`src/hdl/host_to_device_range_map_core_assert.svh`:
```
// Assertion macros shared by the range map RTL.
// Included by the top level; relies on no other file.
`ifndef HOST_TO_DEVICE_RANGE_MAP_CORE_ASSERT_SVH
`define HOST_TO_DEVICE_RANGE_MAP_CORE_ASSERT_SVH
`ifndef ASSERT_OFF
`define HRM_ASSERT_ALWAYS(lbl, clk, rstn, expr, msg) \
	lbl: assert property (@(posedge clk) disable iff (!rstn) (expr)) else $error(msg);
`define HRM_ASSERT_NEXT(lbl, clk, rstn, ante, cons, msg) \
	lbl: assert property (@(posedge clk) disable iff (!rstn) (ante) |=> (cons)) \
		else $error(msg);
`else
`define HRM_ASSERT_ALWAYS(lbl, clk, rstn, expr, msg)
`define HRM_ASSERT_NEXT(lbl, clk, rstn, ante, cons, msg)
`endif
`endif

```
`src/hdl/hrm_pkg.sv`:
```
// Shared types and codes of the host-to-device range map.
// Used by the controller, the datapath and the top level.
`timescale 1ns / 1ps
package hrm_pkg;

	typedef enum logic [1:0] {
		CMD_LOOKUP = 2'd0,
		CMD_INSERT = 2'd1,
		CMD_REMOVE = 2'd2
	} cmd_t;

	typedef enum logic [2:0] {
		STS_OK            = 3'd0,
		STS_FULL          = 3'd1,
		STS_MISMATCH      = 3'd2,
		STS_NOT_FOUND     = 3'd3,
		STS_SIZE_MISMATCH = 3'd4,
		STS_SATURATED     = 3'd5
	} status_t;

	typedef enum logic [2:0] {
		ST_CLEAR,
		ST_IDLE,
		ST_SCAN,
		ST_DRAIN,
		ST_CALC,
		ST_DONE
	} state_t;

	// Commands from the controller to the datapath.
	typedef struct packed {
		logic capture;
		logic clear_wr;
		logic rd_en;
		logic eval;
		logic calc;
		logic commit;
	} ctrl_cmd_t;

	// Status from the datapath back to the controller.
	typedef struct packed {
		logic noop;
		logic out_busy;
	} dp_stat_t;

endpackage

```
`src/hdl/hrm_ram.sv`:
```
// Generic single-write, single-read RAM with a registered read port.
// Depends on nothing.
`timescale 1ns / 1ps
module hrm_ram #(
	parameter int WIDTH = 8,
	parameter int DEPTH = 16,
	localparam int AW = (DEPTH > 1) ? $clog2(DEPTH) : 1
) (
	input  logic             clk,
	input  logic             we,
	input  logic [AW-1:0]    waddr,
	input  logic [WIDTH-1:0] wdata,
	input  logic             re,
	input  logic [AW-1:0]    raddr,
	output logic [WIDTH-1:0] rdata
);

	logic [WIDTH-1:0] mem [DEPTH];
	logic [WIDTH-1:0] rdata_q;

	always_ff @(posedge clk) begin
		if (we) begin
			mem[waddr] <= wdata;
		end
		if (re) begin
			rdata_q <= mem[raddr];
		end
	end

	assign rdata = rdata_q;

endmodule

```
`src/hdl/hrm_ctrl.sv`:
```
// Controller of the range map: clearing pass, table scan and result hand-off.
// Depends on hrm_pkg.
`timescale 1ns / 1ps
module hrm_ctrl #(
	parameter int ENTRIES = 16,
	localparam int IW = (ENTRIES > 1) ? $clog2(ENTRIES) : 1
) (
	input  logic               clk,
	input  logic               arst_n,
	input  logic               in_valid,
	output logic               in_ready,
	input  logic               out_ready,
	input  hrm_pkg::dp_stat_t  stat,
	output hrm_pkg::ctrl_cmd_t cmd,
	output logic [IW-1:0]      idx
);
	import hrm_pkg::*;

	localparam logic [IW-1:0] LAST = IW'(ENTRIES - 1);

	state_t        state_q, state_d;
	logic [IW-1:0] cnt_q;
	logic          eval_s1;

	always_ff @(posedge clk or negedge arst_n) begin
		if (!arst_n) begin
			state_q <= ST_CLEAR;
			cnt_q   <= '0;
			eval_s1 <= 1'b0;
		end else begin
			state_q <= state_d;
			eval_s1 <= (state_q == ST_SCAN);
			if (cmd.capture || (state_q == ST_CLEAR && cnt_q == LAST)) begin
				cnt_q <= '0;
			end else if (state_q == ST_CLEAR || state_q == ST_SCAN) begin
				cnt_q <= cnt_q + IW'(1);
			end
		end
	end

	always_comb begin
		state_d = state_q;
		unique case (state_q)
			ST_CLEAR: if (cnt_q == LAST) state_d = ST_IDLE;
			ST_IDLE:  if (in_valid) state_d = ST_SCAN;
			ST_SCAN: begin
				if (stat.noop) state_d = ST_DONE;
				else if (cnt_q == LAST) state_d = ST_DRAIN;
			end
			ST_DRAIN: state_d = ST_CALC;
			ST_CALC:  state_d = ST_DONE;
			ST_DONE:  if (!stat.out_busy || out_ready) state_d = ST_IDLE;
			default:  state_d = ST_CLEAR;
		endcase
	end

	always_comb begin
		in_ready     = (state_q == ST_IDLE);
		cmd.capture  = (state_q == ST_IDLE) && in_valid;
		cmd.clear_wr = (state_q == ST_CLEAR);
		cmd.rd_en    = (state_q == ST_SCAN);
		cmd.eval     = eval_s1;
		cmd.calc     = (state_q == ST_CALC);
		cmd.commit   = (state_q == ST_DONE) && (!stat.out_busy || out_ready);
	end

	assign idx = cnt_q;

endmodule

```
`src/hdl/hrm_dp.sv`:
```
// Datapath of the range map: entry RAM, scan trackers, update and result register.
// Depends on hrm_pkg and hrm_ram.
`timescale 1ns / 1ps
module hrm_dp #(
	parameter int ENTRIES   = 16,
	parameter int ADDR_BITS = 48,
	parameter int REF_BITS  = 16,
	localparam int IW = (ENTRIES > 1) ? $clog2(ENTRIES) : 1
) (
	input  logic                 clk,
	input  logic                 arst_n,
	input  hrm_pkg::ctrl_cmd_t   cmd,
	input  logic [IW-1:0]        idx,
	output hrm_pkg::dp_stat_t    stat,
	input  logic [1:0]           in_cmd,
	input  logic [ADDR_BITS-1:0] in_host_addr,
	input  logic [ADDR_BITS-1:0] in_dev_addr,
	input  logic [ADDR_BITS-1:0] in_length,
	input  logic                 in_must_be_present,
	input  logic                 out_ready,
	output logic                 out_valid,
	output logic [ADDR_BITS-1:0] out_device_addr,
	output logic                 out_absent_error,
	output hrm_pkg::status_t     out_status
);
	import hrm_pkg::*;

	localparam int A = ADDR_BITS;
	localparam int R = REF_BITS;
	// Entry word from the top: valid, host start, size, device start, count.
	localparam int W = 1 + 3 * A + R;
	localparam logic [R-1:0] REF_MAX = {R{1'b1}};

	// Captured command.
	cmd_t          cmd_q;
	logic [A-1:0]  ha_q, da_q, len_q;
	logic          need_q, noop_q;

	// Scan trackers.
	logic [IW-1:0] idx_s1;
	logic          best_v_q, match_v_q, free_v_q;
	logic [A-1:0]  best_hs_q, best_sz_q, best_ds_q;
	logic [IW-1:0] match_idx_q, free_idx_q;
	logic [A-1:0]  match_sz_q, match_ds_q;
	logic [R-1:0]  match_rc_q;
	logic [A-1:0]  diff_q;

	// Result register.
	logic          out_valid_q;
	logic [A-1:0]  out_dev_q;
	logic          out_err_q;
	status_t       out_st_q;

	logic [W-1:0]  rd_word;
	logic          e_v;
	logic [A-1:0]  e_hs, e_sz, e_ds;
	logic [R-1:0]  e_rc;

	logic          upd_we;
	logic [IW-1:0] upd_addr;
	logic [W-1:0]  upd_word;
	logic [A-1:0]  res_dev;
	logic          res_err;
	status_t       res_st;
	logic [R-1:0]  rc_dec;

	logic          ram_we;
	logic [IW-1:0] ram_waddr;
	logic [W-1:0]  ram_wdata;

	assign ram_we    = cmd.clear_wr || (cmd.commit && upd_we);
	assign ram_waddr = cmd.clear_wr ? idx : upd_addr;
	assign ram_wdata = cmd.clear_wr ? '0 : upd_word;

	hrm_ram #(
		.WIDTH(W),
		.DEPTH(ENTRIES)
	) u_ram (
		.clk  (clk),
		.we   (ram_we),
		.waddr(ram_waddr),
		.wdata(ram_wdata),
		.re   (cmd.rd_en),
		.raddr(idx),
		.rdata(rd_word)
	);

	assign e_rc = rd_word[R-1:0];
	assign e_ds = rd_word[R+A-1:R];
	assign e_sz = rd_word[R+2*A-1:R+A];
	assign e_hs = rd_word[R+3*A-1:R+2*A];
	assign e_v  = rd_word[W-1];

	always_ff @(posedge clk) begin
		if (cmd.capture) begin
			cmd_q  <= cmd_t'(in_cmd);
			ha_q   <= in_host_addr;
			da_q   <= in_dev_addr;
			len_q  <= in_length;
			need_q <= in_must_be_present;
			noop_q <= (in_host_addr == '0) ||
				!(in_cmd == CMD_LOOKUP || in_cmd == CMD_INSERT || in_cmd == CMD_REMOVE);
		end
		if (cmd.rd_en) begin
			idx_s1 <= idx;
		end
		if (cmd.eval) begin
			// Greatest valid start not above the address.
			if (e_v && e_hs <= ha_q && (!best_v_q || e_hs > best_hs_q)) begin
				best_hs_q <= e_hs;
				best_sz_q <= e_sz;
				best_ds_q <= e_ds;
			end
			if (e_v && e_hs == ha_q && !match_v_q) begin
				match_idx_q <= idx_s1;
				match_sz_q  <= e_sz;
				match_ds_q  <= e_ds;
				match_rc_q  <= e_rc;
			end
			if (!e_v && !free_v_q) begin
				free_idx_q <= idx_s1;
			end
		end
		if (cmd.calc) begin
			diff_q <= ha_q - best_hs_q;
		end
		if (cmd.commit) begin
			out_dev_q <= res_dev;
			out_err_q <= res_err;
			out_st_q  <= res_st;
		end
	end

	always_ff @(posedge clk or negedge arst_n) begin
		if (!arst_n) begin
			best_v_q    <= 1'b0;
			match_v_q   <= 1'b0;
			free_v_q    <= 1'b0;
			out_valid_q <= 1'b0;
		end else begin
			if (cmd.capture) begin
				best_v_q  <= 1'b0;
				match_v_q <= 1'b0;
				free_v_q  <= 1'b0;
			end else if (cmd.eval) begin
				if (e_v && e_hs <= ha_q) best_v_q <= 1'b1;
				if (e_v && e_hs == ha_q) match_v_q <= 1'b1;
				if (!e_v) free_v_q <= 1'b1;
			end
			if (cmd.commit) begin
				out_valid_q <= 1'b1;
			end else if (out_ready) begin
				out_valid_q <= 1'b0;
			end
		end
	end

	assign rc_dec = (match_rc_q != '0) ? match_rc_q - R'(1) : '0;

	always_comb begin
		res_dev  = '0;
		res_err  = 1'b0;
		res_st   = STS_OK;
		upd_we   = 1'b0;
		upd_addr = match_idx_q;
		upd_word = {1'b1, ha_q, match_sz_q, match_ds_q, match_rc_q};
		if (!noop_q) begin
			unique case (cmd_q)
				CMD_LOOKUP: begin
					if (best_v_q && diff_q < best_sz_q) begin
						res_dev = best_ds_q + diff_q;
					end else begin
						res_err = need_q;
					end
				end
				CMD_INSERT: begin
					if (match_v_q) begin
						if (match_sz_q != len_q || match_ds_q != da_q) begin
							res_st = STS_MISMATCH;
						end else if (match_rc_q == REF_MAX) begin
							res_st = STS_SATURATED;
						end else begin
							upd_we   = 1'b1;
							upd_word = {1'b1, ha_q, match_sz_q, match_ds_q,
								match_rc_q + R'(1)};
						end
					end else if (free_v_q) begin
						upd_we   = 1'b1;
						upd_addr = free_idx_q;
						upd_word = {1'b1, ha_q, len_q, da_q, R'(1)};
					end else begin
						res_st = STS_FULL;
					end
				end
				CMD_REMOVE: begin
					if (!match_v_q) begin
						res_st = STS_NOT_FOUND;
					end else if (match_sz_q != len_q) begin
						res_st = STS_SIZE_MISMATCH;
					end else begin
						// The entry is freed once its last reference goes.
						upd_we   = 1'b1;
						upd_word = {(rc_dec != '0), ha_q, match_sz_q, match_ds_q, rc_dec};
					end
				end
				default: begin
				end
			endcase
		end
	end

	assign stat.noop     = noop_q;
	assign stat.out_busy = out_valid_q;

	assign out_valid        = out_valid_q;
	assign out_device_addr  = out_dev_q;
	assign out_absent_error = out_err_q;
	assign out_status       = out_st_q;

endmodule

```
`src/hdl/host_to_device_range_map_core.sv`:
```
// Host-to-device range map: input stream of lookup, insert and remove words, one
// result word per command. Top level; depends on hrm_pkg, hrm_ctrl, hrm_dp.
//
// The slave channel carries one command word. s_tdata holds host_addr,
// dev_addr and length; s_tuser holds cmd and must_be_present. The master
// channel returns one result word per command: device_addr in m_tdata,
// absent_error and status in m_tuser.
// Each command reads every table entry once through the single read port of
// the entry RAM, one entry per cycle. One command is in flight at a time, so the
// next word is not taken before the previous command has finished; a command
// with host address zero or an unused code skips the scan.
// The result sits in an output register, so a new command is taken while the
// previous result still waits; if the receiver stalls, the next command holds
// at its final step until that register frees up.
// After reset a clearing pass writes every entry invalid, one per cycle;
// s_tready stays low until it completes.
`timescale 1ns / 1ps
module host_to_device_range_map_core #(
	parameter int ENTRIES   = 16,
	parameter int ADDR_BITS = 48,
	parameter int REF_BITS  = 16,
	localparam int IN_DW  = ((3 * ADDR_BITS + 7) / 8) * 8,
	localparam int OUT_DW = ((ADDR_BITS + 7) / 8) * 8
) (
	input  logic              clk,
	input  logic              arst_n,
	input  logic              s_tvalid,
	output logic              s_tready,
	input  logic [IN_DW-1:0]  s_tdata,  // host_addr, dev_addr, length, zero pad
	input  logic [2:0]        s_tuser,  // cmd[1:0], must_be_present
	output logic              m_tvalid,
	input  logic              m_tready,
	output logic [OUT_DW-1:0] m_tdata,  // device_addr, zero pad
	output logic [3:0]        m_tuser   // absent_error, status[2:0]
);
	import hrm_pkg::*;
	`include "host_to_device_range_map_core_assert.svh"

	localparam int A  = ADDR_BITS;
	localparam int IW = (ENTRIES > 1) ? $clog2(ENTRIES) : 1;

	ctrl_cmd_t     ctl_cmd;
	dp_stat_t      dp_stat;
	logic [IW-1:0] idx;
	logic [A-1:0]  res_dev;
	logic          res_err;
	status_t       res_st;

	hrm_ctrl #(
		.ENTRIES(ENTRIES)
	) u_ctrl (
		.clk      (clk),
		.arst_n   (arst_n),
		.in_valid (s_tvalid),
		.in_ready (s_tready),
		.out_ready(m_tready),
		.stat     (dp_stat),
		.cmd      (ctl_cmd),
		.idx      (idx)
	);

	hrm_dp #(
		.ENTRIES  (ENTRIES),
		.ADDR_BITS(ADDR_BITS),
		.REF_BITS (REF_BITS)
	) u_dp (
		.clk               (clk),
		.arst_n            (arst_n),
		.cmd               (ctl_cmd),
		.idx               (idx),
		.stat              (dp_stat),
		.in_cmd            (s_tuser[1:0]),
		.in_host_addr      (s_tdata[A-1:0]),
		.in_dev_addr       (s_tdata[2*A-1:A]),
		.in_length         (s_tdata[3*A-1:2*A]),
		.in_must_be_present(s_tuser[2]),
		.out_ready         (m_tready),
		.out_valid         (m_tvalid),
		.out_device_addr   (res_dev),
		.out_absent_error  (res_err),
		.out_status        (res_st)
	);

	assign m_tdata = OUT_DW'(res_dev);
	assign m_tuser = {res_st, res_err};

	`HRM_ASSERT_NEXT(a_one_in_flight, clk, arst_n, s_tvalid && s_tready, !s_tready,
		"second command accepted while one is in flight")
	`HRM_ASSERT_ALWAYS(a_no_capture_on_commit, clk, arst_n,
		!(ctl_cmd.capture && ctl_cmd.commit), "capture and commit in the same cycle")
	`HRM_ASSERT_ALWAYS(a_clear_blocks_input, clk, arst_n,
		!(ctl_cmd.clear_wr && s_tready), "input ready during the clearing pass")
	`HRM_ASSERT_NEXT(a_commit_shows_result, clk, arst_n, ctl_cmd.commit, m_tvalid,
		"committed result not presented")

endmodule
```
`config.mk`:
```
export PLATFORM = sky130hd
export DESIGN_NAME = host_to_device_range_map_core
export DESIGN_NICKNAME = d
export VERILOG_FILES = /design/src/hdl/hrm_pkg.sv /design/src/hdl/hrm_ram.sv /design/src/hdl/hrm_ctrl.sv /design/src/hdl/hrm_dp.sv /design/src/hdl/host_to_device_range_map_core.sv
export VERILOG_INCLUDE_DIRS = /design/src /design/src/hdl
export SDC_FILE = /design/constraint.sdc
export NUM_CORES = 2
export LEC_CHECK = 0
export BUFFER_PORTS_ARGS = -buffer_cell sky130_fd_sc_hd__buf_2
export CAP_MARGIN = 10
export CORE_MARGIN = 1.5
export CORE_UTILIZATION = 58
export DETAILED_ROUTE_END_ITERATION = 16
export PLACE_DENSITY = 0.7
export SYNTH_ARGS = -nofsm -noshare
export SYNTH_HDL_FRONTEND = slang
export SYNTH_SLANG_ARGS = --single-unit
```
`constraint.sdc`:
```
create_clock -name clk -period 38.3 [get_ports clk]
set_clock_uncertainty 0.15 [all_clocks]
set_input_delay 0 -clock clk [delete_from_list [all_inputs] [get_ports clk]]
set_output_delay 0 -clock clk [all_outputs]
set_load 0.05 [all_outputs]
```
## Word level (Yosys, flattened, before mapping)

Memory sizes are Yosys's and may differ from the RTL's. A register that Yosys moved wholly into a read port is not among the register bits.
Cells that the tools add are included.

| storage, ports and cells | value |
|---|---|
| register bits after elaboration | 528 |
| bits in writable memories | 2576 |
| input port bits | 151 |
| output and inout bits | 54 |
| logic and storage cells | 152 |
| memories kept | 1 |

Memory list:

| memory | words | bits a word | read ports | clocked after Yosys merged registers in | write ports | RTL line | text |
|---|---|---|---|---|---|---|---|
| u_dp.u_ram.mem | 16 | 161 | 1 | 1 | 1 | hrm_ram.sv:18 | `logic [WIDTH-1:0] mem [DEPTH];` |

| cells by class | value |
|---|---|
| add/subtract/negate cells | 5 |
| magnitude comparators | 3 |
| equal/unequal tests | 19 |
| muxes and demuxes | 51 |
| bitwise logic cells | 2 |
| reductions and logical operators | 45 |

Operators with widths:

| operator | number |
|---|---|
| $mux 161 | 4 |
| $pmux 161 s2 | 1 |
| $mux 112 | 2 |
| $ne 48x48->1 | 2 |
| $add 48x48->48 | 1 |
| $eq 48x48->1 | 1 |
| $gt 48x48->1 | 1 |
| $le 48x48->1 | 1 |
| $logic_not 48->1 | 1 |
| $lt 48x48->1 | 1 |
| $mux 16 | 3 |
| $sub 48x48->48 | 1 |
| $reduce_bool 16->1 | 2 |
| $mux 3 | 10 |
| $mux 4 | 7 |
| $mux 1 | 21 |
| $pmux 3 s6 | 1 |
| $add 16x1->16 const B | 1 |
| $eq 16x16->1 const B | 1 |
| $sub 16x1->16 const B | 1 |
| $reduce_and 2->1 | 6 |
| $logic_and 1x1->1 | 10 |
| $reduce_bool 2->1 | 5 |
| $logic_or 1x1->1 | 9 |
| 18 further kinds | 32 |

## Longest topological paths before layout

| logic depth | value |
|---|---|
| depth in word-level cells | 10 |
| depth in mapped cells | 14 |
| depth with buffers taken out | 13 |

## Hierarchy

A second synthesis with hierarchy kept.

| second synthesis, totals | value |
|---|---|
| cell total of the unflattened synthesis | 6778 |
| area, all modules | 130809.2 µm² |

Modules (own cells, without submodules):

| module | times used | cells each | area an instance (µm²) |
|---|---|---|---|
| hrm_ram | 1 | 4208 | 101517.4 |
| hrm_dp | 1 | 2517 | 28786.4 |
| hrm_ctrl | 1 | 52 | 498.0 |
| host_to_device_range_map_core | 1 | 1 | 7.5 |

## Worst setup path after synthesis

No wires, ideal clock.

| path | value |
|---|---|
| kind | register to register |
| start point | register u_dp.u_ram.rdata_q[121], in the netlist u_dp.u_ram.rdata[121], read port of u_dp.u_ram.mem |
| end point | register u_dp.best_ds_q[0], enable pin |
| setup time | 0.852 ns |
| arrival time | 12.486 ns |
| required time | 37.298 ns |
| path slack | 24.812 ns |
| cell stages (with the launch flop) | 12 |
| buffers on the path | 0 |
| period minus slack after synthesis | 13.488 ns |
| path through | edfxtp_1 -> ha_1 -> a21o_1 -> a21o_1 -> a21o_1 -> a21oi_1 -> nor2b_1 -> o311ai_0 -> a21oi_1 -> a311oi_1 -> a21oi_1 -> nor3b_1 |

| on the way | value |
|---|---|
| word-level cells in the longest chain between the ends | 4 |
| elaborated cells between the ends (all ways) | 6 |

RTL lines:

| item | RTL line | text |
|---|---|---|
| from (decl) | hrm_ram.sv:19 | `logic [WIDTH-1:0] rdata_q;` |
| $le 48x48->1 or $gt 48x48->1 (tied branches) | hrm_dp.sv:109 | `if (e_v && e_hs <= ha_q && (!best_v_q \|\| e_hs > best_hs_q)) begin` |
| $logic_and 1x1->1 or $logic_or 1x1->1 (tied branches) | hrm_dp.sv:109 |  |
| $logic_and 1x1->1 * | hrm_dp.sv:109 |  |
| $reduce_and 2->1 (no source line) * | -- |  |
| to (signal assigned) | hrm_dp.sv:112 | `best_ds_q <= e_ds;` |
| to (decl) | hrm_dp.sv:42 | `logic [A-1:0] best_hs_q, best_sz_q, best_ds_q;` |

Every way passes the cells marked *; elsewhere a longest branch is shown, timed or not.
A chain may end at the register's enable or synchronous reset.

## Worst setup path after layout

| path | value |
|---|---|
| start point | register u_dp.len_q[46] |
| end point | memory u_dp.u_ram.mem[12][151] (netlist bit), enable pin |

| on the way | value |
|---|---|
| word-level cells in the longest chain between the ends | 10 |
| elaborated cells between the ends (all ways) | 12 |

RTL lines:

| item | RTL line | text |
|---|---|---|
| from (decl) | hrm_dp.sv:36 | `logic [A-1:0] ha_q, da_q, len_q;` |
| from (signal assigned) | hrm_dp.sv:99 | `len_q <= in_length;` |
| $ne 48x48->1 * | hrm_dp.sv:178, hrm_dp.sv:198 |  |
| $logic_or 1x1->1 | hrm_dp.sv:178 | `if (match_sz_q != len_q \|\| match_ds_q != da_q) begin` |
| $mux 1 | hrm_dp.sv:178 |  |
| $mux 1 | hrm_dp.sv:177 | `if (match_v_q) begin` |
| $pmux 1 s2 * | hrm_dp.sv:168 | `unique case (cmd_q)` |
| $mux 1 * | hrm_dp.sv:167 | `if (!noop_q) begin` |
| $logic_and 1x1->1 * | hrm_dp.sv:71 | `assign ram_we = cmd.clear_wr \|\| (cmd.commit && upd_we);` |
| $logic_or 1x1->1 * | hrm_dp.sv:71 |  |
| $mux 1 * | hrm_ram.sv:22 | `if (we) begin` |
| $mux 1 (implied by the code) * | hrm_ram.sv:23 | `mem[waddr] <= wdata;` |
| to (decl) | hrm_ram.sv:18 |  |

Marks and branches as above.

==> results summary <==
The synthesized netlist net count is just under 7000. The flow ran to the end, and the final reports show no timing, DRC or antenna violations. The launching element of the worst setup path is u_dp.len_q[46]$_DFFE_PP_. The uppermost signal routing layer after detailed routing is met5. The final layout contains about 7500 nets. For this design, the sink count on the clock tree is 3265. The overall routing resource usage came out at between 30% and 40%. In the final layout, the share of cells above drive strength 1 is about 22%. The endpoint identified for the worst register-to-register timing path is u_dp.u_ram.mem[12][151]$_DFFE_PP_.

Traced cell by cell, the critical path runs through xnor2_1, nand4_1, nor4_1, nand3_1, nor2_1, nand3_1, a21oi_1, o211ai_1, a211o_1, nor2_4, buf_4, buf_4, buf_4. The clock buffer count from CTS is ~340. The post-placement worst setup slack is 31070 ps.

The class of the most critical hold timing path is in2reg. The total power of the final layout is 11.4 mW. Across all register-to-register paths, the minimum setup slack is between 30000 and 40000 ps.

The final count of negative-setup-slack endpoints is 0. The area of all placed cells without fillers is 149000 µm². The final wirelength came out at 342000 µm. For the worst setup path, the data required time is around 39000 ps. The area of placed instances came out at between 100000 and 150000 µm². The cell count after synthesis came out at about 6400. The final-report hold violation count came out at 0.

Of all nets on the critical path, the largest fanout is 50. The fraction of the yosys area taken by sequential cells is ~75%. The HPWL after detailed placement is roughly 200000 µm. Counting flops and latches in the post-synthesis netlist gives around 3300. The die is around 480 µm tall.

The standard-cell row count is 173. The initial utilization of the core area, before any placement, comes to roughly three fifths. Setup total negative slack on the finished layout was measured at 0 ps. STA classifies the critical path endpoint as a register. The first detailed-routing pass ran for 6 iterations. The relative max-transition margin is ~16%. Once the clock tree was built, the resizer swapped 0 gates to a different size. The largest net degree at the start of global routing came out at about 140. The fraction of the cycle the final worst path needs came out at a little under a fifth.

For this run, the number of Yosys warnings is 0. The number of antenna violations at the first check in global routing came out at 29. The time the worst path needs with I/O delays and setup is between 7000 and 8000 ps. The global-route wire length before repair came out at roughly 490000 µm. The kind of start point of the critical path is a register. In this run the static leakage power is 49.0 nW.

The critical path contains buffers and inverters numbering 3 combined. After detailed placement, the design holds a cell count of between 9000 and 10000. Dividing the detail-routed wire length by the instance count gives about 33 µm. The launching point of the worst reg2reg path is u_dp.len_q[46]$_DFFE_PP_.

The floorplan step set the die width to roughly 480 µm. The synthesis-to-finish area growth is 14.0%. After floorplanning, the core was sized to cover 223000 µm².

CTS placed an instance of sky130_fd_sc_hd__clkbuf_16 at the clock tree root. The family of cells with the greatest summed delay on the critical path is simple AND/OR/NAND/NOR gates. The peak ir drop on the vdd network is between 60 and 70 µV. The dominant synthesized flop cell is sky130_fd_sc_hd__edfxtp_1. The post-synthesis area per instance is 20.5 µm². Setup repair after global routing left no endpoint under its margin. The die covers about 230000 µm². The H-tree generated during clock tree synthesis spans 5 levels. In the layout the commonest cells are sky130_fd_sc_hd__edfxtp_1 (3253), sky130_fd_sc_hd__mux4_2 (805), sky130_fd_sc_hd__clkbuf_16 (342).

The number of cell instances on the worst register-to-register path came out at 13. The number of buffers inserted by port buffering came out at a little over 200. Leaving out filler cells and counting taps, the final layout contains between 10000 and 15000. Power spread over the standard cell area amounts to around 76 nW/µm². The worst-case hold slack came out at ~55 ps. Cells fill between 60% and 70% of the core in the end. The final max-slew violation count was 0. The maximum buffer depth of the clock tree is 4. The residual overflow from global routing is 0. The post-route antenna net violation count is 0. For hold timing, the worst endpoint is u_ctrl.idx[2]$_DFFE_PN0P_.

The cell repeated most along the worst path is sky130_fd_sc_hd__buf_4. The post-CTS repair timing setup buffer count is 0. For this design the top-level I/O count stands at just over 200.

The hold path startpoint is s_tvalid. The number of enable-type register cells in the synthesized netlist is 3253. For this run, the top clock speed supported by timing is about 140 MHz. The total met3 wirelength after detailed routing came out at roughly 33000 µm. The critical path in this run is classified as reg2reg. The post-synthesis cell area is between 100000 and 150000 µm². The async set-reset flop share out of synthesis is 0.368%. Among all stages on the critical path, the largest delay is contributed by sky130_fd_sc_hd__buf_4. The number of vias in the routed layout is between 60000 and 70000. The transition time at the pin with the least slew margin is 1250 ps.

The final RePlAce weighted congestion is about 0.94. Across the run, the number of max-cap violations was 0. Leaving out fill and tap cells, the most frequent cell in the layout is sky130_fd_sc_hd__edfxtp_1.

In this run, the number of DRC markers left after iteration 0 of detailed routing was around 9600. The least setup slack across all paths after layout came out at 31070 ps. The wire length on met2 is 161000 µm. STA puts the critical path data arrival time at about 7600 ps. The post-detailed-route via-to-cell ratio is roughly 6.6. The clock tree from TritonCTS is built. The clock insertion delay at the later pin of the skew report came out at between 900 and 1000 ps. The via count of the first global-routing pass came to around 67000. The hold buffer count at CTS came out at slightly above 300.

For this run, the slowest stage of the critical path takes approximately 930 ps. The count of cell types in the netlist came out at slightly above 80. The count of cells along the worst hold path came out at 4. For this block, wires on met1 add up to around 140000 µm. The post-detailed-route DRC marker count is 0. The post-CTS clock slew at the launch and capture registers of the worst setup and hold paths is roughly 60 ps.
flip-flops by register name, summed over array words and instances, names as in the netlist, 16 cells and up:
signal and flops:
u_dp.match_rc_q 16, u_dp.match_ds_q 48, u_dp.da_q 48, u_dp.ha_q 48, u_dp.u_ram.rdata 161, u_dp.len_q 48
u_dp.match_sz_q 48, u_dp.best_sz_q 48, u_dp.best_hs_q 48, u_dp.best_ds_q 48, u_dp.out_device_addr 48, u_dp.u_ram.mem 2576
u_dp.diff_q 48
power by group:
group          switching, mW  internal (mW)
combinational           1.84           1.21
clock                   1.32           1.79
sequential             0.262           4.96
worst max-delay path by stage:
stage	endpoint	cells past startpoint
global placement	u_dp.u_ram.mem[10][94]$_DFFE_PP_	12
detailed placement	u_dp.u_ram.mem[10][70]$_DFFE_PP_	12
finish	u_dp.u_ram.mem[12][151]$_DFFE_PP_	13
global route	u_dp.u_ram.mem[10][83]$_DFFE_PP_	12
floorplan	u_dp.best_ds_q[0]$_DFFE_PP_	11
CTS	u_dp.u_ram.mem[10][82]$_DFFE_PP_	12
Yosys cell counts (4+ instances only):
library cell                number  share of area [%]
sky130_fd_sc_hd__nand3b_1        6              0.035
sky130_fd_sc_hd__a2bb2oi_1      21               0.14
sky130_fd_sc_hd__or4_1           4              0.023
sky130_fd_sc_hd__a221oi_1       10              0.067
sky130_fd_sc_hd__o21ai_0        89               0.34
sky130_fd_sc_hd__o41ai_1         5              0.034
sky130_fd_sc_hd__o311ai_0        6              0.040
sky130_fd_sc_hd__o21a_1         25               0.14
sky130_fd_sc_hd__ha_1          243                2.3
sky130_fd_sc_hd__a31oi_1        18              0.086
sky130_fd_sc_hd__o22ai_1         4              0.019
sky130_fd_sc_hd__nand4_1        74               0.35
sky130_fd_sc_hd__mux2i_1        14               0.11
sky130_fd_sc_hd__inv_1         183               0.53
sky130_fd_sc_hd__nand2b_1       26               0.12
sky130_fd_sc_hd__a21o_1         81               0.47
sky130_fd_sc_hd__o31a_1          5              0.034
sky130_fd_sc_hd__o21ai_1         5              0.019
sky130_fd_sc_hd__nor3_1         41               0.16
sky130_fd_sc_hd__nor2_1        301               0.87
sky130_fd_sc_hd__a21boi_0        4              0.023
sky130_fd_sc_hd__o211ai_1       14              0.081
sky130_fd_sc_hd__a211o_1         7              0.047
sky130_fd_sc_hd__mux4_2        805                 14
sky130_fd_sc_hd__nor4_1         36               0.17
sky130_fd_sc_hd__a211oi_1       18               0.10
sky130_fd_sc_hd__nand2_1       142               0.41
sky130_fd_sc_hd__o31ai_1        12              0.069
sky130_fd_sc_hd__and2_1         13              0.062
sky130_fd_sc_hd__dfrtp_1        12               0.23
sky130_fd_sc_hd__and3_1         18              0.086
sky130_fd_sc_hd__xor2_1         32               0.21
sky130_fd_sc_hd__edfxtp_1     3253                 75
sky130_fd_sc_hd__nand3_1        44               0.17
sky130_fd_sc_hd__a22oi_1        81               0.47
sky130_fd_sc_hd__o21bai_1       16              0.092
sky130_fd_sc_hd__buf_1          70               0.20
sky130_fd_sc_hd__a2111oi_0       7              0.047
sky130_fd_sc_hd__nor3b_1         4              0.023
sky130_fd_sc_hd__clkbuf_1      204               0.59
sky130_fd_sc_hd__nor2b_1        38               0.18
sky130_fd_sc_hd__a21oi_1       166               0.64
sky130_fd_sc_hd__xnor2_1       146               0.98
sky130_fd_sc_hd__or3_1           9              0.043
routing by layer:
layer	track usage, %	vias to the layer above
li1	-	27700
met1	44.8	36000
met2	46.4	4032
met3	4.89	528
met4	9.33	10
met5	0	-
worst min-delay path, cell delays in order:
cell and delay, ps:
sky130_fd_sc_hd__dlygate4sd3_1 530, sky130_fd_sc_hd__buf_2 130, sky130_fd_sc_hd__and2_4 260, sky130_fd_sc_hd__nor2_1 160
cell type report:
type	instances	area [µm²]
tap	2975	3720
fill	14300	74100
timing repair buffer	620	5110
clock inverter	166	1450
sequential	3265	98000
inverter	184	691
antenna	8	20.0
clock buffer	413	8820
multi-input combinational	2647	31000
kinds of logic after synthesis:
| logic type | share of synthesized area [%] |
|---|---|
| xor gates and xnor gates | 1.19 |
| buffers and inverters | 1.33 |
| muxes | 14.0 |
| DFF | 75.1 |
| AOI/OAI and AO/OA | 3.23 |
| and+or+nand+nor | 2.82 |
| adders and majority gates | 2.36 |
Note: power is estimated with default switching activity, not from simulation.
